`src/rtl/qasf_pkg.sv`:
```
// Shared types and constants of the quote-aware substring finder.
`default_nettype none

package qasf_pkg;

  localparam int BYTE_W        = 8;
  localparam int POS_W         = 16;
  localparam int CFG_IDX_W     = 3;
  localparam int CFG_DATA_W    = 64;
  localparam int PLEN_W        = 5;
  localparam int PCNT_W        = 3;
  localparam int PATTERN_BYTES = 16;

  localparam logic [CFG_DATA_W-1:0] LIMITER_RESET = 64'h0000_0000_2727_2222;
  localparam logic [PLEN_W-1:0]     PLEN_RESET    = 5'd1;
  localparam logic [PCNT_W-1:0]     PCNT_RESET    = 3'd2;

  typedef enum logic [CFG_IDX_W-1:0] {
    REG_PATTERN_LOW    = 3'd0,
    REG_PATTERN_HIGH   = 3'd1,
    REG_PATTERN_LENGTH = 3'd2,
    REG_LIMITER_PAIRS  = 3'd3,
    REG_PAIR_COUNT     = 3'd4
  } qasf_reg_e;

  typedef struct packed {
    logic [CFG_DATA_W-1:0] pattern_low;
    logic [CFG_DATA_W-1:0] pattern_high;
    logic [PLEN_W-1:0]     pattern_length;
    logic [CFG_DATA_W-1:0] limiter_pairs;
    logic [PCNT_W-1:0]     pair_count;
  } qasf_cfg_t;

  typedef struct packed {
    logic             found;
    logic [POS_W-1:0] match_position;
  } qasf_res_t;

endpackage

`default_nettype wire

```
`src/rtl/qasf_intf.sv`:
```
// Handshake channel interfaces: text input, result output and register writes.
`default_nettype none

interface qasf_in_if import qasf_pkg::*; ();
  logic              valid;
  logic              ready;
  logic [BYTE_W-1:0] data_byte;
  logic              first;
  logic              last;
  logic [POS_W-1:0]  base_index;

  modport source (output valid, data_byte, first, last, base_index, input ready);
  modport sink   (input valid, data_byte, first, last, base_index, output ready);
endinterface

interface qasf_out_if import qasf_pkg::*; ();
  logic             valid;
  logic             ready;
  logic             found;
  logic [POS_W-1:0] match_position;

  modport source (output valid, found, match_position, input ready);
  modport sink   (input valid, found, match_position, output ready);
endinterface

interface qasf_cfg_if import qasf_pkg::*; ();
  logic                  valid;
  logic                  ready;
  logic [CFG_IDX_W-1:0]  index;
  logic [CFG_DATA_W-1:0] data;

  modport source (output valid, index, data, input ready);
  modport sink   (input valid, index, data, output ready);
endinterface

`default_nettype wire

```
`src/rtl/quote_aware_substring_finder_top.sv`:
```
// Quote-aware substring finder: one text byte per cycle through a chain of window cells.
// Throughput: one byte per cycle; the chain shifts once per byte that is not dropped.
// A result is written into the result buffer when the byte that causes it is transferred.
// Input stalls only while both entries of the result buffer are occupied.
// Reset restores the register defaults and clears quote state, start flags and offset;
// no clearing pass is needed, so bytes are accepted straight after reset.
`default_nettype none

module quote_aware_substring_finder_top import qasf_pkg::*; #(
  parameter int MAX_PATTERN = 16,
  parameter int MAX_PAIRS   = 4,
  parameter int INDEX_BITS  = 16
) (
  input  wire logic  clk_i,
  input  wire logic  rst_ni,
  qasf_in_if.sink    in_i,
  qasf_out_if.source out_o,
  qasf_cfg_if.sink   cfg_i
);

  localparam int LenIdxW = (MAX_PATTERN > 1) ? $clog2(MAX_PATTERN) : 1;
  localparam int SumW    = ((INDEX_BITS > POS_W) ? INDEX_BITS : POS_W) + 1;
  localparam logic [SumW-1:0]  IdxMaxS  = SumW'((65'd1 << INDEX_BITS) - 65'd1);
  localparam logic [POS_W-1:0] BaseMask = (INDEX_BITS >= POS_W) ? '1 : IdxMaxS[POS_W-1:0];

  qasf_cfg_t cfg_q;

  // Register writes.
  assign cfg_i.ready = 1'b1;

  always_ff @(posedge clk_i or negedge rst_ni) begin
    if (!rst_ni) begin
      cfg_q.pattern_low    <= '0;
      cfg_q.pattern_high   <= '0;
      cfg_q.pattern_length <= PLEN_RESET;
      cfg_q.limiter_pairs  <= LIMITER_RESET;
      cfg_q.pair_count     <= PCNT_RESET;
    end else if (cfg_i.valid) begin
      case (cfg_i.index)
        REG_PATTERN_LOW:    cfg_q.pattern_low    <= cfg_i.data;
        REG_PATTERN_HIGH:   cfg_q.pattern_high   <= cfg_i.data;
        REG_PATTERN_LENGTH: cfg_q.pattern_length <= cfg_i.data[PLEN_W-1:0];
        REG_LIMITER_PAIRS:  cfg_q.limiter_pairs  <= cfg_i.data;
        REG_PAIR_COUNT:     cfg_q.pair_count     <= cfg_i.data[PCNT_W-1:0];
        default: ;
      endcase
    end
  end

  // Effective pattern length, held within 1 and the cell count.
  logic [PLEN_W-1:0]            len_eff;
  logic [LenIdxW-1:0]           len_m1;
  logic [2*CFG_DATA_W-1:0]      pattern;

  assign len_eff = (cfg_q.pattern_length == '0) ? PLEN_W'(1) :
                   (cfg_q.pattern_length > PLEN_W'(MAX_PATTERN)) ? PLEN_W'(MAX_PATTERN) :
                   cfg_q.pattern_length;
  assign len_m1  = LenIdxW'(len_eff - PLEN_W'(1));
  assign pattern = {cfg_q.pattern_high, cfg_q.pattern_low};

  // Stream control.
  logic      accept, step, reported_q, push, match;
  qasf_res_t res;
  logic      buf_full;
  logic      quote_ok;

  assign in_i.ready = !buf_full;
  assign accept     = in_i.valid && in_i.ready;
  // Bytes after the result are dropped until the next string begins.
  assign step       = accept && (in_i.first || !reported_q);

  qasf_quote #(
    .MAX_PAIRS (MAX_PAIRS)
  ) u_quote (
    .clk_i   (clk_i),
    .rst_ni  (rst_ni),
    .step_i  (step),
    .first_i (in_i.first),
    .byte_i  (in_i.data_byte),
    .cfg_i   (cfg_q),
    .ok_o    (quote_ok)
  );

  // Window cells, newest byte in cell 0.
  logic [BYTE_W-1:0]      win_byte [MAX_PATTERN];
  logic [MAX_PATTERN-1:0] win_ok;
  logic [MAX_PATTERN-1:0] next_ok;
  logic [MAX_PATTERN-1:0] hit;

  for (genvar i = 0; i < MAX_PATTERN; i++) begin : g_cell
    logic [BYTE_W-1:0] nbr_byte;
    logic              nbr_ok;
    logic              flush;
    logic [3:0]        pat_idx;

    if (i == 0) begin : g_head
      assign nbr_byte = in_i.data_byte;
      assign nbr_ok   = quote_ok;
      assign flush    = 1'b0;
    end else begin : g_body
      assign nbr_byte = win_byte[i-1];
      assign nbr_ok   = win_ok[i-1];
      assign flush    = in_i.first;
    end

    // Cell i holds the byte that pattern byte len-1-i must equal.
    assign pat_idx = 4'(len_m1) - 4'(i);

    qasf_cell u_cell (
      .clk_i      (clk_i),
      .rst_ni     (rst_ni),
      .step_i     (step),
      .flush_i    (flush),
      .nbr_byte_i (nbr_byte),
      .nbr_ok_i   (nbr_ok),
      .pat_byte_i (pattern[BYTE_W*pat_idx +: BYTE_W]),
      .en_i       (LenIdxW'(i) <= len_m1),
      .byte_o     (win_byte[i]),
      .ok_o       (win_ok[i]),
      .next_ok_o  (next_ok[i]),
      .hit_o      (hit[i])
    );
  end

  // Offset counter and base.
  logic [INDEX_BITS-1:0] offset_q, offset_d, off_cur;
  logic [POS_W-1:0]      base_q, base_cur;
  logic                  off_max;
  logic [SumW-1:0]       sum, pos;

  assign off_cur  = in_i.first ? '0 : offset_q;
  assign off_max  = &off_cur;
  assign offset_d = off_max ? off_cur : off_cur + INDEX_BITS'(1);
  assign base_cur = in_i.first ? (in_i.base_index & BaseMask) : base_q;

  assign sum = SumW'(base_cur) + SumW'(off_cur) - SumW'(len_m1);
  assign pos = (off_max || (sum > IdxMaxS)) ? IdxMaxS : sum;

  assign match = next_ok[len_m1] && (&hit);
  assign push  = step && (match || in_i.last);

  assign res.found          = match;
  assign res.match_position = match ? pos[POS_W-1:0] : '0;

  always_ff @(posedge clk_i or negedge rst_ni) begin
    if (!rst_ni) begin
      offset_q   <= '0;
      base_q     <= '0;
      reported_q <= 1'b0;
    end else if (step) begin
      offset_q   <= offset_d;
      base_q     <= base_cur;
      reported_q <= push;
    end
  end

  qasf_res_t out_data;

  qasf_out_buf u_out_buf (
    .clk_i   (clk_i),
    .rst_ni  (rst_ni),
    .push_i  (push),
    .data_i  (res),
    .full_o  (buf_full),
    .valid_o (out_o.valid),
    .ready_i (out_o.ready),
    .data_o  (out_data)
  );

  assign out_o.found          = out_data.found;
  assign out_o.match_position = out_data.match_position;

endmodule

`default_nettype wire

```
`src/rtl/qasf_cell.sv`:
```
// One window cell: holds a text byte and its start flag, compares the incoming byte.
`default_nettype none

module qasf_cell import qasf_pkg::*; (
  input  wire logic              clk_i,
  input  wire logic              rst_ni,
  input  wire logic              step_i,
  input  wire logic              flush_i,
  input  wire logic [BYTE_W-1:0] nbr_byte_i,
  input  wire logic              nbr_ok_i,
  input  wire logic [BYTE_W-1:0] pat_byte_i,
  input  wire logic              en_i,
  output logic      [BYTE_W-1:0] byte_o,
  output logic                   ok_o,
  output logic                   next_ok_o,
  output logic                   hit_o
);

  logic [BYTE_W-1:0] byte_q, byte_d;
  logic              ok_q, ok_d;

  // A new string empties the window behind the head cell.
  assign byte_d    = flush_i ? '0 : nbr_byte_i;
  assign ok_d      = flush_i ? 1'b0 : nbr_ok_i;
  assign next_ok_o = ok_d;
  assign hit_o     = !en_i || (byte_d == pat_byte_i);
  assign byte_o    = byte_q;
  assign ok_o      = ok_q;

  always_ff @(posedge clk_i or negedge rst_ni) begin
    if (!rst_ni) begin
      ok_q <= 1'b0;
    end else if (step_i) begin
      ok_q <= ok_d;
    end
  end

  always_ff @(posedge clk_i) begin
    if (step_i) begin
      byte_q <= byte_d;
    end
  end

endmodule

`default_nettype wire

```
`src/rtl/qasf_quote.sv`:
```
// Quote tracker: follows opener and closer bytes and flags bytes that may start a match.
`default_nettype none

module qasf_quote import qasf_pkg::*; #(
  parameter int MAX_PAIRS = 4
) (
  input  wire logic              clk_i,
  input  wire logic              rst_ni,
  input  wire logic              step_i,
  input  wire logic              first_i,
  input  wire logic [BYTE_W-1:0] byte_i,
  input  wire qasf_cfg_t         cfg_i,
  output logic                   ok_o
);

  logic              in_quote_q, in_quote_d;
  logic [BYTE_W-1:0] closer_q, closer_d;
  logic              quoted;
  logic              opener;
  logic [BYTE_W-1:0] closer_new;
  logic [PCNT_W-1:0] pairs_eff;

  assign pairs_eff = (cfg_i.pair_count > PCNT_W'(MAX_PAIRS)) ? PCNT_W'(MAX_PAIRS)
                                                             : cfg_i.pair_count;

  always_comb begin
    quoted     = !first_i && in_quote_q;
    opener     = 1'b0;
    closer_new = '0;
    // The lowest pair wins when an opener appears in several pairs.
    for (int k = 0; k < MAX_PAIRS; k++) begin
      if (!opener && (PCNT_W'(k) < pairs_eff) &&
          (byte_i == cfg_i.limiter_pairs[16*k +: BYTE_W])) begin
        opener     = 1'b1;
        closer_new = cfg_i.limiter_pairs[16*k+8 +: BYTE_W];
      end
    end
    if (quoted) begin
      in_quote_d = (byte_i != closer_q);
      closer_d   = closer_q;
    end else begin
      in_quote_d = opener;
      closer_d   = opener ? closer_new : (first_i ? '0 : closer_q);
    end
  end

  assign ok_o = !quoted && !opener;

  always_ff @(posedge clk_i or negedge rst_ni) begin
    if (!rst_ni) begin
      in_quote_q <= 1'b0;
      closer_q   <= '0;
    end else if (step_i) begin
      in_quote_q <= in_quote_d;
      closer_q   <= closer_d;
    end
  end

endmodule

`default_nettype wire

```
`src/rtl/qasf_out_buf.sv`:
```
// Two-entry result buffer: output register plus skid register.
`default_nettype none

module qasf_out_buf import qasf_pkg::*; (
  input  wire logic      clk_i,
  input  wire logic      rst_ni,
  input  wire logic      push_i,
  input  wire qasf_res_t data_i,
  output logic           full_o,
  output logic           valid_o,
  input  wire logic      ready_i,
  output qasf_res_t      data_o
);

  logic      out_valid_q, skid_valid_q;
  qasf_res_t out_data_q, skid_data_q;
  logic      pop;

  assign pop     = out_valid_q && ready_i;
  assign full_o  = skid_valid_q;
  assign valid_o = out_valid_q;
  assign data_o  = out_data_q;

  always_ff @(posedge clk_i or negedge rst_ni) begin
    if (!rst_ni) begin
      out_valid_q  <= 1'b0;
      skid_valid_q <= 1'b0;
    end else if (pop) begin
      if (skid_valid_q) begin
        skid_valid_q <= 1'b0;
      end else if (!push_i) begin
        out_valid_q <= 1'b0;
      end
    end else if (push_i) begin
      if (!out_valid_q) begin
        out_valid_q <= 1'b1;
      end else begin
        skid_valid_q <= 1'b1;
      end
    end
  end

  // No push arrives while the skid register is full.
  always_ff @(posedge clk_i) begin
    if (pop) begin
      if (skid_valid_q) begin
        out_data_q <= skid_data_q;
      end else if (push_i) begin
        out_data_q <= data_i;
      end
    end else if (push_i) begin
      if (!out_valid_q) begin
        out_data_q <= data_i;
      end else begin
        skid_data_q <= data_i;
      end
    end
  end

endmodule

`default_nettype wire

```
`src/flat_wrapper.sv`:
```
// flat-port wrapper written by rule: the top's interface ports become plain ports
module quote_aware_substring_finder_top_flat import qasf_pkg::*;
#(
  parameter int MAX_PATTERN = 16,
  parameter int MAX_PAIRS   = 4,
  parameter int INDEX_BITS  = 16
)
  (clk_i, rst_ni, in_i_valid, in_i_data_byte, in_i_first, in_i_last, in_i_base_index, in_i_ready, out_o_valid, out_o_found, out_o_match_position, out_o_ready, cfg_i_valid, cfg_i_index, cfg_i_data, cfg_i_ready);
  qasf_in_if in_i_i ();
  qasf_out_if out_o_i ();
  qasf_cfg_if cfg_i_i ();
  input  wire logic clk_i;
  input  wire logic rst_ni;
  input wire logic [$bits(in_i_i.valid)-1:0] in_i_valid;
  input wire logic [$bits(in_i_i.data_byte)-1:0] in_i_data_byte;
  input wire logic [$bits(in_i_i.first)-1:0] in_i_first;
  input wire logic [$bits(in_i_i.last)-1:0] in_i_last;
  input wire logic [$bits(in_i_i.base_index)-1:0] in_i_base_index;
  output wire logic [$bits(in_i_i.ready)-1:0] in_i_ready;
  output wire logic [$bits(out_o_i.valid)-1:0] out_o_valid;
  output wire logic [$bits(out_o_i.found)-1:0] out_o_found;
  output wire logic [$bits(out_o_i.match_position)-1:0] out_o_match_position;
  input wire logic [$bits(out_o_i.ready)-1:0] out_o_ready;
  input wire logic [$bits(cfg_i_i.valid)-1:0] cfg_i_valid;
  input wire logic [$bits(cfg_i_i.index)-1:0] cfg_i_index;
  input wire logic [$bits(cfg_i_i.data)-1:0] cfg_i_data;
  output wire logic [$bits(cfg_i_i.ready)-1:0] cfg_i_ready;
  assign in_i_i.valid = in_i_valid;
  assign in_i_i.data_byte = in_i_data_byte;
  assign in_i_i.first = in_i_first;
  assign in_i_i.last = in_i_last;
  assign in_i_i.base_index = in_i_base_index;
  assign in_i_ready = in_i_i.ready;
  assign out_o_valid = out_o_i.valid;
  assign out_o_found = out_o_i.found;
  assign out_o_match_position = out_o_i.match_position;
  assign out_o_i.ready = out_o_ready;
  assign cfg_i_i.valid = cfg_i_valid;
  assign cfg_i_i.index = cfg_i_index;
  assign cfg_i_i.data = cfg_i_data;
  assign cfg_i_ready = cfg_i_i.ready;
  quote_aware_substring_finder_top #(.MAX_PATTERN(MAX_PATTERN), .MAX_PAIRS(MAX_PAIRS), .INDEX_BITS(INDEX_BITS)) u_core (.clk_i(clk_i), .rst_ni(rst_ni), .in_i(in_i_i), .out_o(out_o_i), .cfg_i(cfg_i_i));
endmodule
```
`config.mk`:
```
export PLATFORM = sky130hd
export DESIGN_NAME = quote_aware_substring_finder_top_flat
export DESIGN_NICKNAME = d
export VERILOG_FILES = /design/src/rtl/qasf_pkg.sv /design/src/rtl/qasf_intf.sv /design/src/rtl/quote_aware_substring_finder_top.sv /design/src/rtl/qasf_cell.sv /design/src/rtl/qasf_quote.sv /design/src/rtl/qasf_out_buf.sv /design/src/flat_wrapper.sv
export SDC_FILE = /design/constraint.sdc
export NUM_CORES = 1
export LEC_CHECK = 0
export BUFFER_PORTS_ARGS = -buffer_cell sky130_fd_sc_hd__buf_2
export CORE_MARGIN = 4
export CORE_UTILIZATION = 40
export DETAILED_ROUTE_END_ITERATION = 8
export GPL_TIMING_DRIVEN = 0
export PLACE_DENSITY = 0.67
export SYNTH_ARGS = -nofsm -noshare
export SYNTH_HDL_FRONTEND = slang
export SYNTH_SLANG_ARGS = --single-unit
```
`constraint.sdc`:
```
create_clock -name clk_i -period 7.6 [get_ports clk_i]
set_input_delay 0.38 -clock clk_i [delete_from_list [all_inputs] [get_ports clk_i]]
set_output_delay 0.38 -clock clk_i [all_outputs]
set_load 0.02 [all_outputs]
```
# ---- Word level (Yosys, flattened, before mapping)
# Cells that the tools add are included.
dict set report totals {
  register_bits 413
  inputBits 98
  out_inout_bits 20
  word_cells 273
}
dict set report op_classes {
  addsub 19
  n_reduce_logical 75
  bitwise 2
  shift 16
  muxes 63
  order_cmp 24
  eq_ne 28
}
# op n
set ops {}
lappend ops {{variable part select 128 x 8 -> 8 bit} 16}
lappend ops {{2-to-1 mux 8 bit} 21}
lappend ops {{equality test 8 bit} 20}
lappend ops {{2-to-1 mux 17 bit} 5}
lappend ops {{2-to-1 mux 16 bit} 5}
lappend ops {{less-or-equal comparator 4 bit (first input constant)} 8}
lappend ops {{AND reduction 16 bit} 2}
lappend ops {{subtractor 4 bit (second input constant)} 8}
lappend ops {{2-to-1 mux 1 bit} 28}
lappend ops {{logical NOT 1 bit} 24}
lappend ops {{logical OR 1 bit} 19}
lappend ops {{adder 16 x 16 -> 17 bit} 1}
lappend ops {{greater-than comparator 17 x 16 -> 1 bit (second input constant)} 1}
lappend ops {{subtractor 17 x 4 -> 17 bit} 1}
lappend ops {{adder 16 x 1 -> 16 bit (second input constant)} 1}
lappend ops {{less-or-equal comparator 3 x 4 -> 1 bit (first input constant)} 4}
lappend ops {{subtractor 4 x 3 -> 4 bit (second input constant)} 4}
lappend ops {{logical AND 1 bit} 14}
lappend ops {{AND reduction 2 bit} 6}
lappend ops {{AND reduction 3 bit} 4}
lappend ops {{less-or-equal comparator 1 x 4 -> 1 bit (first input constant)} 2}
lappend ops {{less-or-equal comparator 2 x 4 -> 1 bit (first input constant)} 2}
lappend ops {{2-to-1 mux 4 bit} 2}
lappend ops {{!= test 8 bit} 1}
lappend ops {{18 further kinds} 28}

# ---- Depth between registers and ports, before layout
# Gate-level depths: netlist (run 1).
dict set report depth {
  ltp_word 27
  mapped_depth 27
  ltp_nobuf 21
}

# ---- Cells and area by module
# From an unflattened synthesis (run 1), not the netlist that was laid out.
dict set report hier_totals {
  cells_unflattened 2706
  hier_area_um2 28396.0
}
# module cells_per_inst area_per_inst_um2 instances
set modules_own_cells {}
lappend modules_own_cells {quote_aware_substring_finder_top 1744 17127.7 1}
lappend modules_own_cells {qasf_cell 46 533.0 16}
lappend modules_own_cells {qasf_out_buf 64 1381.3 1}
lappend modules_own_cells {qasf_quote 162 1358.8 1}

# ---- Worst setup path before layout (run 1)
# OpenSTA, ideal clock, no wires.
dict set report synth_timing {
  path_type {reg2reg}
  start {register u_core.cfg_q[67] in the netlist's numbering}
  end {register u_core.u_out_buf.skid_data_q[0] in the netlist's numbering, enable pin}
  setup_slack_ns 0.155
  t_arrival_ns 7.032
  setup_ns 0.413
  path_buffers 6
  required_ns 7.187
  synth_period_minus_slack_ns 7.445
  stages_incl_launch_ff 22
  path_cell_list {dfstp_2 -> nor2b_1 -> nor2_8 -> buf_6 -> buf_2 -> ha_1 -> buf_2 -> inv_1 -> xnor2_1 -> buf_1 -> clkbuf_1 -> ha_1 -> xnor2_2 -> buf_2 -> mux4_2 -> xor2_1 -> nor4_1 -> a22oi_1 -> a2111oi_0 -> and4_1 -> a31oi_2 -> nor3_1}
}
dict set report synth_via {
  elab_chain_len 13
  word_cells_on_any_way 107
  classes_between {add/sub: 16; order compare: 17; eq/ne: 16; shift: 16; mux: 4; reduce/logical: 38}
}
# item line_no
set synth_rtl {}
lappend synth_rtl {{from (decl)} quote_aware_substring_finder_top.sv:26} ;# qasf_cfg_t cfg_q;
lappend synth_rtl {{greater-than comparator 5 bit} quote_aware_substring_finder_top.sv:56} ;# (cfg_q.pattern_length > PLEN_W'(MAX_PATTERN)) ? PLEN_W'(MAX_PATTERN) :
lappend synth_rtl {{2-to-1 mux 4 bit} quote_aware_substring_finder_top.sv:56}
lappend synth_rtl {{2-to-1 mux 4 bit (*)} quote_aware_substring_finder_top.sv:55} ;# assign len_eff = (cfg_q.pattern_length == '0) ? PLEN_W'(1) :
lappend synth_rtl {{subtractor 4 x 1 -> 4 bit (*)} quote_aware_substring_finder_top.sv:58} ;# assign len_m1 = LenIdxW'(len_eff - PLEN_W'(1));
lappend synth_rtl {{subtractor 4 bit, or another cell as far along} quote_aware_substring_finder_top.sv:107} ;# assign pat_idx = 4'(len_m1) - 4'(i);
lappend synth_rtl {{variable part select 128 x 8 -> 8 bit} quote_aware_substring_finder_top.sv:116} ;# .pat_byte_i (pattern[BYTE_W*pat_idx +: BYTE_W]),
lappend synth_rtl {{equality test 8 bit} qasf_cell.sv:26} ;# assign hit_o = !en_i || (byte_d == pat_byte_i);
lappend synth_rtl {{logical OR 1 bit} qasf_cell.sv:26}
lappend synth_rtl {{AND reduction 16 bit} quote_aware_substring_finder_top.sv:139} ;# assign match = next_ok[len_m1] && (&hit);
lappend synth_rtl {{logical AND 1 bit (*)} quote_aware_substring_finder_top.sv:139}
lappend synth_rtl {{logical OR 1 bit (*)} quote_aware_substring_finder_top.sv:140} ;# assign push = step && (match || in_i.last);
lappend synth_rtl {{logical AND 1 bit (*)} quote_aware_substring_finder_top.sv:140}
lappend synth_rtl {{AND reduction 3 bit (no line) (*)} -}
lappend synth_rtl {{to (signal assigned)} qasf_out_buf.sv:55} ;# skid_data_q <= data_i;
lappend synth_rtl {{to (decl)} qasf_out_buf.sv:16} ;# qasf_res_t out_data_q, skid_data_q;
# Mark *: on every way between the ends. The rest lies on a longest branch, timed or not. The select of a mux whose other input is x is not followed.
# A chain may end at the register's enable or synchronous reset.

# ---- Worst setup path in the final report (run 1)
dict set report layout_timing {
  start {register u_core.cfg_q[68] in the netlist's numbering}
  end {register u_core.u_out_buf.out_data_q, in the netlist u_core.u_out_buf.data_o[10], enable pin}
}
dict set report layout_via {
  elab_chain_len 14
  word_cells_on_any_way 109
  classes_between {add/sub: 16; order compare: 17; eq/ne: 16; shift: 16; mux: 4; reduce/logical: 40}
}
# item line_no
set layout_rtl {}
lappend layout_rtl {{greater-than comparator 5 bit} quote_aware_substring_finder_top.sv:56}
lappend layout_rtl {{2-to-1 mux 4 bit} quote_aware_substring_finder_top.sv:56}
lappend layout_rtl {{2-to-1 mux 4 bit (*)} quote_aware_substring_finder_top.sv:55}
lappend layout_rtl {{subtractor 4 x 1 -> 4 bit (*)} quote_aware_substring_finder_top.sv:58}
lappend layout_rtl {{subtractor 4 bit, or another cell as far along} quote_aware_substring_finder_top.sv:107}
lappend layout_rtl {{variable part select 128 x 8 -> 8 bit} quote_aware_substring_finder_top.sv:116}
lappend layout_rtl {{equality test 8 bit} qasf_cell.sv:26}
lappend layout_rtl {{logical OR 1 bit} qasf_cell.sv:26}
lappend layout_rtl {{AND reduction 16 bit} quote_aware_substring_finder_top.sv:139}
lappend layout_rtl {{logical AND 1 bit (*)} quote_aware_substring_finder_top.sv:139}
lappend layout_rtl {{logical OR 1 bit (*)} quote_aware_substring_finder_top.sv:140}
lappend layout_rtl {{logical AND 1 bit (*)} quote_aware_substring_finder_top.sv:140}
lappend layout_rtl {{nonzero test 2 bit (no line)} -}
lappend layout_rtl {{AND reduction 3 bit (no line) (*)} -}
lappend layout_rtl {{to (signal assigned)} qasf_out_buf.sv:47} ;# out_data_q <= skid_data_q;
lappend layout_rtl {{to (signal assigned)} qasf_out_buf.sv:49} ;# out_data_q <= data_i;
lappend layout_rtl {{to (signal assigned)} qasf_out_buf.sv:53} ;# out_data_q <= data_i;
lappend layout_rtl {{to (decl)} qasf_out_buf.sv:16}
# Marks and branches as above.

==> impl_metrics.xml, run 1 <==
<?xml version="1.0" encoding="UTF-8"?>
<metrics>
  <group name="clock_network">
    <metric name="path_clk_slew" unit="ns">0.06</metric>
    <metric name="insertion_delay" unit="ns">0.61</metric>
    <metric name="tritoncts_num_sinks" unit="">413</metric>
    <metric name="cts_max_level" unit="">2</metric>
    <metric name="numCtsBuffers" unit="">46</metric>
    <metric name="tritoncts_clock_tree" unit="">built</metric>
    <metric name="root_buffer" unit="">sky130_fd_sc_hd__clkbuf_16</metric>
    <metric name="cts_buffer_depth" unit="">3</metric>
  </group>
  <group name="routing">
    <metric name="routed-wl-met3" unit="µm">7380</metric>
    <metric name="first_iter_violations" unit="">2216</metric>
    <metric name="post_drt_via_cell_ratio" unit="">6.11</metric>
    <metric name="wl_per_cell" unit="µm">28.8</metric>
    <metric name="met2_length" unit="µm">42100</metric>
    <metric name="top_signal_layer_used" unit="">met4</metric>
    <metric name="drc" unit="">0</metric>
    <metric name="wirelength" unit="µm">90500</metric>
    <metric name="vias" unit="">19200</metric>
    <metric name="ant_nets" unit="">0</metric>
    <metric name="m1WireLength" unit="µm">36100</metric>
    <metric name="detail_route.first_pass.iterations" unit="">5</metric>
  </group>
  <group name="power">
    <metric name="cellLeakagePower" unit="µW">0.0121</metric>
    <metric name="pwr_density_cell" unit="mW/mm²">441</metric>
    <metric name="power.total" unit="µW">13300</metric>
    <metric name="max-vdd-ir-drop" unit="µV">230</metric>
  </group>
  <group name="setup_path">
    <metric name="worst_path_required" unit="ns">7.92</metric>
    <metric name="delay_of_the_slowest_cell_on_the_worst_path" unit="ns">0.51</metric>
    <metric name="setup.worst_path.start_class" unit="">flip-flop</metric>
    <metric name="path_buf_inv" unit="">7</metric>
    <metric name="path_common_cell" unit="">sky130_fd_sc_hd__buf_2</metric>
    <metric name="crit_family" unit="">buffers and inverters</metric>
    <metric name="critPathCaptureType" unit="">flip-flop</metric>
    <metric name="cp_cell_sequence" unit="">nor4_4 &gt; nor2_8 &gt; inv_4 &gt; buf_6 &gt; buf_2 &gt; buf_2 &gt; ha_1 &gt; or2_2 &gt; buf_2 &gt; clkbuf_2 &gt; mux2i_1 &gt; mux4_2 &gt; mux2i_1 &gt; xor2_1 &gt; nor4_1 &gt; and4_1 &gt; nand3_1 &gt; nor4_1 &gt; a31o_2 &gt; a31oi_2 &gt; ha_1 &gt; a221oi_4 &gt; buf_12</metric>
    <metric name="rrSetupSlack" unit="ns">0.21</metric>
    <metric name="path_class" unit="">flip-flop to flip-flop</metric>
    <metric name="critPathArrivalTime" unit="ns">7.70</metric>
    <metric name="critical_path.slowest_cell" unit="">sky130_fd_sc_hd__mux4_2</metric>
    <metric name="worstPathMaxFanout" unit="">17</metric>
  </group>
  <group name="yosys">
    <metric name="synth_top_flop_cell" unit="">sky130_fd_sc_hd__dfrtp_1</metric>
    <metric name="post_synth_top_area_share" unit="%">23.3</metric>
    <metric name="synth_common_cells" unit="">245 x sky130_fd_sc_hd__dfrtp_1, 204 x sky130_fd_sc_hd__mux2_2, 184 x sky130_fd_sc_hd__mux4_2</metric>
    <metric name="top_cell_type_by_total_area_after_synthesis" unit="">sky130_fd_sc_hd__dfrtp_1</metric>
    <metric name="synth.avg_cell_area" unit="µm²">12.8</metric>
    <metric name="syn_inst" unit="">2063</metric>
    <metric name="synth-seq-area-share" unit="%">42.2</metric>
    <metric name="synthTopCellsByArea" unit="">sky130_fd_sc_hd__dfrtp_1 23%, sky130_fd_sc_hd__edfxtp_1 18%, sky130_fd_sc_hd__mux4_2 16%</metric>
    <metric name="synth_edf_count" unit="">154</metric>
    <metric name="synth_fp_nets" unit="">2204</metric>
    <metric name="synth.distinct_cells" unit="">82</metric>
    <metric name="post-synth-top-count-cell" unit="">sky130_fd_sc_hd__dfrtp_1</metric>
    <metric name="synth_async_sr_flop_share" unit="%">62.7</metric>
    <metric name="yosys_warnings" unit="">0</metric>
    <metric name="yosys_register_bits" unit="">413</metric>
    <metric name="mapped_area" unit="mm²">0.0263</metric>
  </group>
  <group name="finish">
    <metric name="fin_area" unit="mm²">0.0301</metric>
    <metric name="utilization" unit="%">46.4</metric>
    <metric name="final_layout_size_suffix_gt1_share" unit="%">30.8</metric>
    <metric name="final_cell_count_no_fill" unit="">3143</metric>
    <metric name="insertedDiodeCount" unit="">0</metric>
    <metric name="nFillCells" unit="">5899</metric>
    <metric name="syn2layout_area_growth" unit="%">14.3</metric>
    <metric name="final_nets" unit="">2392</metric>
  </group>
  <group name="floorplan">
    <metric name="fp.coreArea" unit="mm²">0.0648</metric>
    <metric name="die-area" unit="mm²">0.0700</metric>
    <metric name="floorplan.die.height" unit="µm">265</metric>
    <metric name="dieWidth" unit="µm">265</metric>
    <metric name="std_cell_rows" unit="">93</metric>
    <metric name="io-pin-count" unit="">118</metric>
    <metric name="starting_utilization_of_the_core_area" unit="%">40.6</metric>
  </group>
  <group name="timing">
    <metric name="max_slew.worst_pin.slew" unit="ns">0.976</metric>
    <metric name="fmax" unit="MHz">135</metric>
    <metric name="setup_viol_count_final" unit="">0</metric>
    <metric name="slew_limit_fails" unit="">0</metric>
    <metric name="relSlewSlack" unit="%">34.0</metric>
    <metric name="period_needed" unit="ns">7.39</metric>
    <metric name="skew" unit="ns">0.0387</metric>
    <metric name="hold_viol_final" unit="">0</metric>
    <metric name="min_period_over_period" unit="%">97.2</metric>
  </group>
  <group name="place">
    <metric name="numPortBuffers" unit="">116</metric>
    <metric name="place.detailed.hpwl" unit="µm">72300</metric>
    <metric name="dpl.cell_count" unit="">3042</metric>
    <metric name="placement.cell_area" unit="mm²">0.0282</metric>
    <metric name="place.gp.congestion" unit="">1.01</metric>
  </group>
  <group name="job">
    <metric name="timing.max_cap.violations" unit="">0</metric>
  </group>
  <group name="grt">
    <metric name="grt_first_pass_wirelength" unit="µm">130000</metric>
    <metric name="global_route.usage.total" unit="%">25.1</metric>
    <metric name="first_global_vias" unit="">19100</metric>
    <metric name="gr-total-overflow" unit="">0</metric>
    <metric name="pin_count_of_the_biggest_net_entering_global_routing" unit="">124</metric>
    <metric name="grt_antenna_before_repair" unit="">0</metric>
  </group>
  <group name="run_status">
    <metric name="run_status" unit="">completed</metric>
  </group>
  <group name="worst_hold_path">
    <metric name="timing.hold.worst.class" unit="">input port to flip-flop</metric>
  </group>
</metrics>
[worst reg2reg max path: stages, from the launching register on]
cell	delay (ns)
sky130_fd_sc_hd__dfrtp_1	0.47
sky130_fd_sc_hd__nor4_4	0.49
sky130_fd_sc_hd__nor2_8	0.14
sky130_fd_sc_hd__inv_4	0.16
sky130_fd_sc_hd__buf_6	0.19
sky130_fd_sc_hd__buf_2	0.36
sky130_fd_sc_hd__buf_2	0.40
sky130_fd_sc_hd__ha_1	0.38
sky130_fd_sc_hd__or2_2	0.17
sky130_fd_sc_hd__buf_2	0.31
sky130_fd_sc_hd__clkbuf_2	0.43
sky130_fd_sc_hd__mux2i_1	0.16
sky130_fd_sc_hd__mux4_2	0.51
sky130_fd_sc_hd__mux2i_1	0.36
sky130_fd_sc_hd__xor2_1	0.19
sky130_fd_sc_hd__nor4_1	0.28
sky130_fd_sc_hd__and4_1	0.30
sky130_fd_sc_hd__nand3_1	0.18
sky130_fd_sc_hd__nor4_1	0.38
sky130_fd_sc_hd__a31o_2	0.29
sky130_fd_sc_hd__a31oi_2	0.22
sky130_fd_sc_hd__ha_1	0.32
sky130_fd_sc_hd__a221oi_4	0.23
sky130_fd_sc_hd__buf_12	0.19
[where the power goes]
part | internal [µW] | switching (µW) | leakage (µW)
registers | 2840 | 411 | 0.00465
clock network | 1370 | 962 | 0.000752
logic | 3300 | 4390 | 0.00666
[metal layers]
metal  global-route usage (%)  vias up
met5                        0        -
met4                     12.2        0
met3                     3.56      215
met2                     40.3     1059
met1                     33.8     9797
li1                         -     8125
[stage by stage]
stage	hold WS (ns)	setup WS [ns]	setup TNS, ns
floorplan	0.0844	0.155	0
finish	0.0231	0.213	0
global placement	0.453	-2.69	-313.65
CTS	0.00290	0.0668	0
detailed placement	0.310	-2.46	-108.10
global route	0.0212	-0.00507	-0.0564
[layout make-up]
type | instances | area, µm² | area share (%)
timing repair buffer | 141 | 905 | 3.01
multi-input combinational | 1471 | 14600 | 48.5
clock buffer | 65 | 1290 | 4.30
inverter | 51 | 199 | 0.661
tap | 855 | 1070 | 3.56
sequential | 413 | 11100 | 37.0
clock inverter | 20 | 256 | 0.852
buffer | 127 | 651 | 2.16
[layout by cell type (no fill, tap or decap), types with 7 or more instances in the layout]
cell,count
sky130_fd_sc_hd__a21oi_1,27
sky130_fd_sc_hd__a22oi_1,10
sky130_fd_sc_hd__a31oi_1,11
sky130_fd_sc_hd__buf_2,129
sky130_fd_sc_hd__buf_4,18
sky130_fd_sc_hd__buf_6,13
sky130_fd_sc_hd__clkbuf_1,83
sky130_fd_sc_hd__clkbuf_16,47
sky130_fd_sc_hd__clkbuf_2,11
sky130_fd_sc_hd__dfrtp_1,245
sky130_fd_sc_hd__dfstp_2,14
sky130_fd_sc_hd__dlygate4sd3_1,8
sky130_fd_sc_hd__edfxtp_1,154
sky130_fd_sc_hd__ha_1,39
sky130_fd_sc_hd__inv_1,48
sky130_fd_sc_hd__mux2_2,204
sky130_fd_sc_hd__mux2i_1,181
sky130_fd_sc_hd__mux4_2,184
sky130_fd_sc_hd__nand2_1,146
sky130_fd_sc_hd__nand3_1,42
sky130_fd_sc_hd__nand4_1,23
sky130_fd_sc_hd__nor2_1,66
sky130_fd_sc_hd__nor2b_1,121
sky130_fd_sc_hd__nor3_1,15
sky130_fd_sc_hd__nor4_1,13
sky130_fd_sc_hd__o21ai_0,55
sky130_fd_sc_hd__o31ai_1,7
sky130_fd_sc_hd__o31ai_2,13
sky130_fd_sc_hd__xnor2_1,104
sky130_fd_sc_hd__xor2_1,86
[path summary, 6_finish.rpt]
check | from | endpoint | depth (start not counted)
hold reg to reg | u_core.base_q[12] | u_core.base_q[12] | 2
hold / removal | in_i_data_byte[0] | u_core.g_cell[0].u_cell.byte_o[0] | 1
setup / recovery | u_core.cfg_q[68] | u_core.u_out_buf.data_o[10] | 23
setup reg to reg | u_core.cfg_q[68] | u_core.u_out_buf.data_o[10] | 23
min in group asynchronous | rst_ni | u_core.cfg_q[7] | 2
max in group asynchronous | rst_ni | u_core.cfg_q[193] | 4
[cell families (layout without fill, tap and decap cells)]
group / after synthesis / after routing / synth area share [%]
AOI/OAI and AO/OA: 175 / 175 / 4.59
xor gates and xnor gates: 198 / 198 / 6.70
adders and majority gates: 43 / 43 / 2.13
buffers and inverters: 179 / 404 / 3.04
DFF: 413 / 413 / 42.2
muxes: 572 / 572 / 31.6
other: 1 / 1 / 0.0142
and+or+nand+nor: 482 / 482 / 9.65
[flip-flops by register name, summed over array words and instances (netlist names)]
name,count
u_core.cfg_q,200
u_core.g_cell.u_cell.byte_o,120
u_core.u_out_buf.data_o,17
u_core.u_out_buf.skid_data_q,17
u_core.base_q,16
u_core.offset_q,16
u_core.g_cell.u_cell.ok_o,15
u_core.u_quote.closer_q,8
u_core.reported_q,1
u_core.u_out_buf.full_o,1
u_core.u_out_buf.valid_o,1
u_core.u_quote.in_quote_q,1
[what timing repair did]
item | CTS | global route
pin swaps | 0 | 2
gates cloned | 0 | 0
hold buffers | 8 | 0
buffers inserted | 3 | 6
hold endpoints to repair | 50 | 0
resized for setup | 31 | 28
endpoints found under the setup margin | 71 | 55
Note: power is estimated with default switching activity, not from simulation.
==> inputs of run 2 (changes only) <==
- CELL_PAD_IN_SITES_DETAIL_PLACEMENT: default -> 1
- CELL_PAD_IN_SITES_GLOBAL_PLACEMENT: default -> 1
- PLACE_DENSITY: 0.67 -> 0.77
==> impl_metrics.xml, run 2 (synthesis results as in run 1) <==
<?xml version="1.0" encoding="UTF-8"?>
<metrics>
  <group name="clock_network">
    <metric name="path_clk_slew" unit="ns">0.07</metric>
    <metric name="cts_max_level" unit="">2</metric>
    <metric name="insertion_delay" unit="ns">0.62</metric>
    <metric name="cts_buffer_depth" unit="">3</metric>
    <metric name="root_buffer" unit="">sky130_fd_sc_hd__clkbuf_16</metric>
    <metric name="tritoncts_clock_tree" unit="">built</metric>
    <metric name="numCtsBuffers" unit="">48</metric>
    <metric name="tritoncts_num_sinks" unit="">413</metric>
  </group>
  <group name="timing">
    <metric name="setup_viol_count_final" unit="">0</metric>
    <metric name="relSlewSlack" unit="%">5.69</metric>
    <metric name="fmax" unit="MHz">136</metric>
    <metric name="slew_limit_fails" unit="">0</metric>
    <metric name="min_period_over_period" unit="%">96.8</metric>
    <metric name="skew" unit="ns">0.0226</metric>
    <metric name="grt_setup_unrepaired" unit="">no</metric>
    <metric name="max_slew.worst_pin.slew" unit="ns">1.40</metric>
    <metric name="period_needed" unit="ns">7.36</metric>
    <metric name="hold_viol_final" unit="">0</metric>
  </group>
  <group name="setup_path">
    <metric name="setup.worst_path.start" unit="">u_core.cfg_q[71]</metric>
    <metric name="worstPathMaxFanout" unit="">17</metric>
    <metric name="critPathArrivalTime" unit="ns">7.67</metric>
    <metric name="worst_path_required" unit="ns">7.92</metric>
    <metric name="ff2ff_path_depth" unit="">25</metric>
    <metric name="setup.worst_path.start_class" unit="">flip-flop</metric>
    <metric name="critPathCaptureType" unit="">flip-flop</metric>
    <metric name="rrSetupSlack" unit="ns">0.24</metric>
    <metric name="path_class" unit="">flip-flop to flip-flop</metric>
    <metric name="regToRegStartpoint" unit="">u_core.cfg_q[71]</metric>
    <metric name="endpoint" unit="">u_core.u_out_buf.data_o[2]</metric>
    <metric name="r2r-end" unit="">u_core.u_out_buf.data_o[2]</metric>
  </group>
  <group name="place">
    <metric name="place.detailed.hpwl" unit="µm">77300</metric>
    <metric name="numPortBuffers" unit="">116</metric>
    <metric name="place.gp.congestion" unit="">0.980</metric>
    <metric name="placement.cell_area" unit="mm²">0.0282</metric>
  </group>
  <group name="run_status">
    <metric name="run_status" unit="">completed</metric>
  </group>
  <group name="routing">
    <metric name="post_drt_via_cell_ratio" unit="">6.19</metric>
    <metric name="detail_route.first_pass.iterations" unit="">5</metric>
    <metric name="vias" unit="">19500</metric>
    <metric name="first_iter_violations" unit="">2142</metric>
    <metric name="wirelength" unit="µm">97500</metric>
    <metric name="drc" unit="">0</metric>
    <metric name="ant_nets" unit="">0</metric>
    <metric name="wl_per_cell" unit="µm">30.9</metric>
  </group>
  <group name="grt">
    <metric name="global_route.usage.total" unit="%">27.3</metric>
    <metric name="grt_antenna_before_repair" unit="">0</metric>
    <metric name="gr-total-overflow" unit="">0</metric>
    <metric name="first_global_vias" unit="">20300</metric>
    <metric name="grt_first_pass_wirelength" unit="µm">141000</metric>
    <metric name="pin_count_of_the_biggest_net_entering_global_routing" unit="">112</metric>
  </group>
  <group name="finish">
    <metric name="utilization" unit="%">46.8</metric>
    <metric name="insertedDiodeCount" unit="">0</metric>
    <metric name="layout_commonest_cell" unit="">sky130_fd_sc_hd__dfrtp_1</metric>
    <metric name="layout.cells.most_common_list" unit="">245 x sky130_fd_sc_hd__dfrtp_1, 204 x sky130_fd_sc_hd__mux2_2, 184 x sky130_fd_sc_hd__mux4_2, 177 x sky130_fd_sc_hd__mux2i_1, 154 x sky130_fd_sc_hd__edfxtp_1</metric>
    <metric name="final_layout_size_suffix_gt1_share" unit="%">31.5</metric>
    <metric name="syn2layout_area_growth" unit="%">15.1</metric>
    <metric name="largest_register_ff_count" unit="">200</metric>
    <metric name="largest_register" unit="">u_core.cfg_q</metric>
    <metric name="final_nets" unit="">2400</metric>
    <metric name="fin_area" unit="mm²">0.0303</metric>
  </group>
  <group name="floorplan">
    <metric name="io-pin-count" unit="">118</metric>
    <metric name="floorplan.die.height" unit="µm">265</metric>
    <metric name="fp.coreArea" unit="mm²">0.0648</metric>
    <metric name="std_cell_rows" unit="">93</metric>
    <metric name="die-area" unit="mm²">0.0700</metric>
    <metric name="dieWidth" unit="µm">265</metric>
    <metric name="starting_utilization_of_the_core_area" unit="%">40.6</metric>
  </group>
  <group name="job">
    <metric name="timing.max_cap.violations" unit="">0</metric>
  </group>
  <group name="power">
    <metric name="cellLeakagePower" unit="µW">0.0122</metric>
    <metric name="power.total" unit="µW">13700</metric>
    <metric name="max-vdd-ir-drop" unit="µV">195</metric>
    <metric name="pwr_density_cell" unit="mW/mm²">452</metric>
  </group>
  <group name="worst_hold_path">
    <metric name="timing.hold.worst.class" unit="">input port to flip-flop</metric>
    <metric name="min-delay-start" unit="">out_o_ready</metric>
  </group>
</metrics>
==> run 2: cell types whose count changed in the layout (fill, tap and decap cells not counted), moves of 4 or more <==
cell                       delta
sky130_fd_sc_hd__mux2i_2      +4
sky130_fd_sc_hd__clkbuf_1     -6
sky130_fd_sc_hd__mux2i_1      -4
sky130_fd_sc_hd__buf_4        +4
sky130_fd_sc_hd__inv_6        -4
==> run 2: critical path: stages (launching register included) <==
cell	delay, ns
sky130_fd_sc_hd__dfrtp_1	0.41
sky130_fd_sc_hd__buf_2	0.20
sky130_fd_sc_hd__nor4_4	0.47
sky130_fd_sc_hd__nor2_8	0.14
sky130_fd_sc_hd__inv_4	0.16
sky130_fd_sc_hd__buf_6	0.20
sky130_fd_sc_hd__clkbuf_4	0.31
sky130_fd_sc_hd__clkbuf_4	0.32
sky130_fd_sc_hd__ha_2	0.34
sky130_fd_sc_hd__or2_2	0.14
sky130_fd_sc_hd__buf_2	0.30
sky130_fd_sc_hd__clkbuf_4	0.35
sky130_fd_sc_hd__clkbuf_4	0.31
sky130_fd_sc_hd__mux2i_1	0.25
sky130_fd_sc_hd__mux2i_1	0.12
sky130_fd_sc_hd__mux2i_1	0.28
sky130_fd_sc_hd__mux2i_1	0.15
sky130_fd_sc_hd__xnor2_1	0.28
sky130_fd_sc_hd__and4_1	0.42
sky130_fd_sc_hd__nand3_1	0.21
sky130_fd_sc_hd__a211oi_1	0.46
sky130_fd_sc_hd__and4_1	0.31
sky130_fd_sc_hd__a31oi_4	0.19
sky130_fd_sc_hd__ha_2	0.27
sky130_fd_sc_hd__a221oi_4	0.22
sky130_fd_sc_hd__buf_12	0.20
==> run 2: how the worst min path moves through the flow <==
| stage | endpoint | slack (ns) | cells after the start |
|---|---|---|---|
| CTS | u_core.u_out_buf.full_o | 0.006 | 2 |
| global route | u_core.u_out_buf.full_o | 0.03 | 2 |
| global placement | u_core.g_cell[14].u_cell.ok_o | 0.45 | 2 |
| detailed placement | u_core.u_quote.closer_q[7] | 0.30 | 1 |
| floorplan | u_core.base_q[0] | 0.08 | 0 |
| finish | u_core.u_out_buf.full_o | 0.04 | 2 |
==> run 2: what timing repair did <==
action,in CTS,in global routing
setup endpoints to repair,71,59
setup buffers,7,6
pin swaps,3,2
hold endpoints to repair,49,0
gates resized for setup,47,41
hold buffers,10,0
==> run 2: stage by stage <==
step | hold slack, ns | setup WS (ns) | cells | setup TNS, ns
floorplan | 0.0844 | 0.155 | 2063 | 0
global placement | 0.448 | -2.78 | 3034 | -345.37
detailed placement | 0.295 | -2.70 | 3042 | -132.79
CTS | 0.00635 | 0.000557 | 3148 | 0
global route | 0.0268 | 0.0656 | 3154 | 0
finish | 0.0391 | 0.243 | 3154 | 0
==> run 2: where the power goes <==
group | switching, µW | total, µW | leakage [µW] | internal [µW]
Combinational | 4680 | 8050 | 0.00671 | 3370
Sequential | 420 | 3260 | 0.00465 | 2840
Clock | 1020 | 2410 | 0.000794 | 1380
==> run 2: metal layers <==
layer,track usage (%),vias up,part of all wire [%]
met5,0,-,0
met4,12.0,0,5.5
met3,3.81,239,7.5
met2,44.6,984,47
met1,36.6,10200,40
li1,-,8135,-
==> run 2: area by class of cell <==
type | count | area [µm²]
Buffer | 127 | 669
Clock buffer | 66 | 1340
Clock inverter | 24 | 283
Fill cell | 6650 | 34500
Inverter | 51 | 196
Multi-Input combinational cell | 1471 | 14700
Sequential cell | 413 | 11100
Tap cell | 855 | 1070
Timing Repair Buffer | 147 | 967
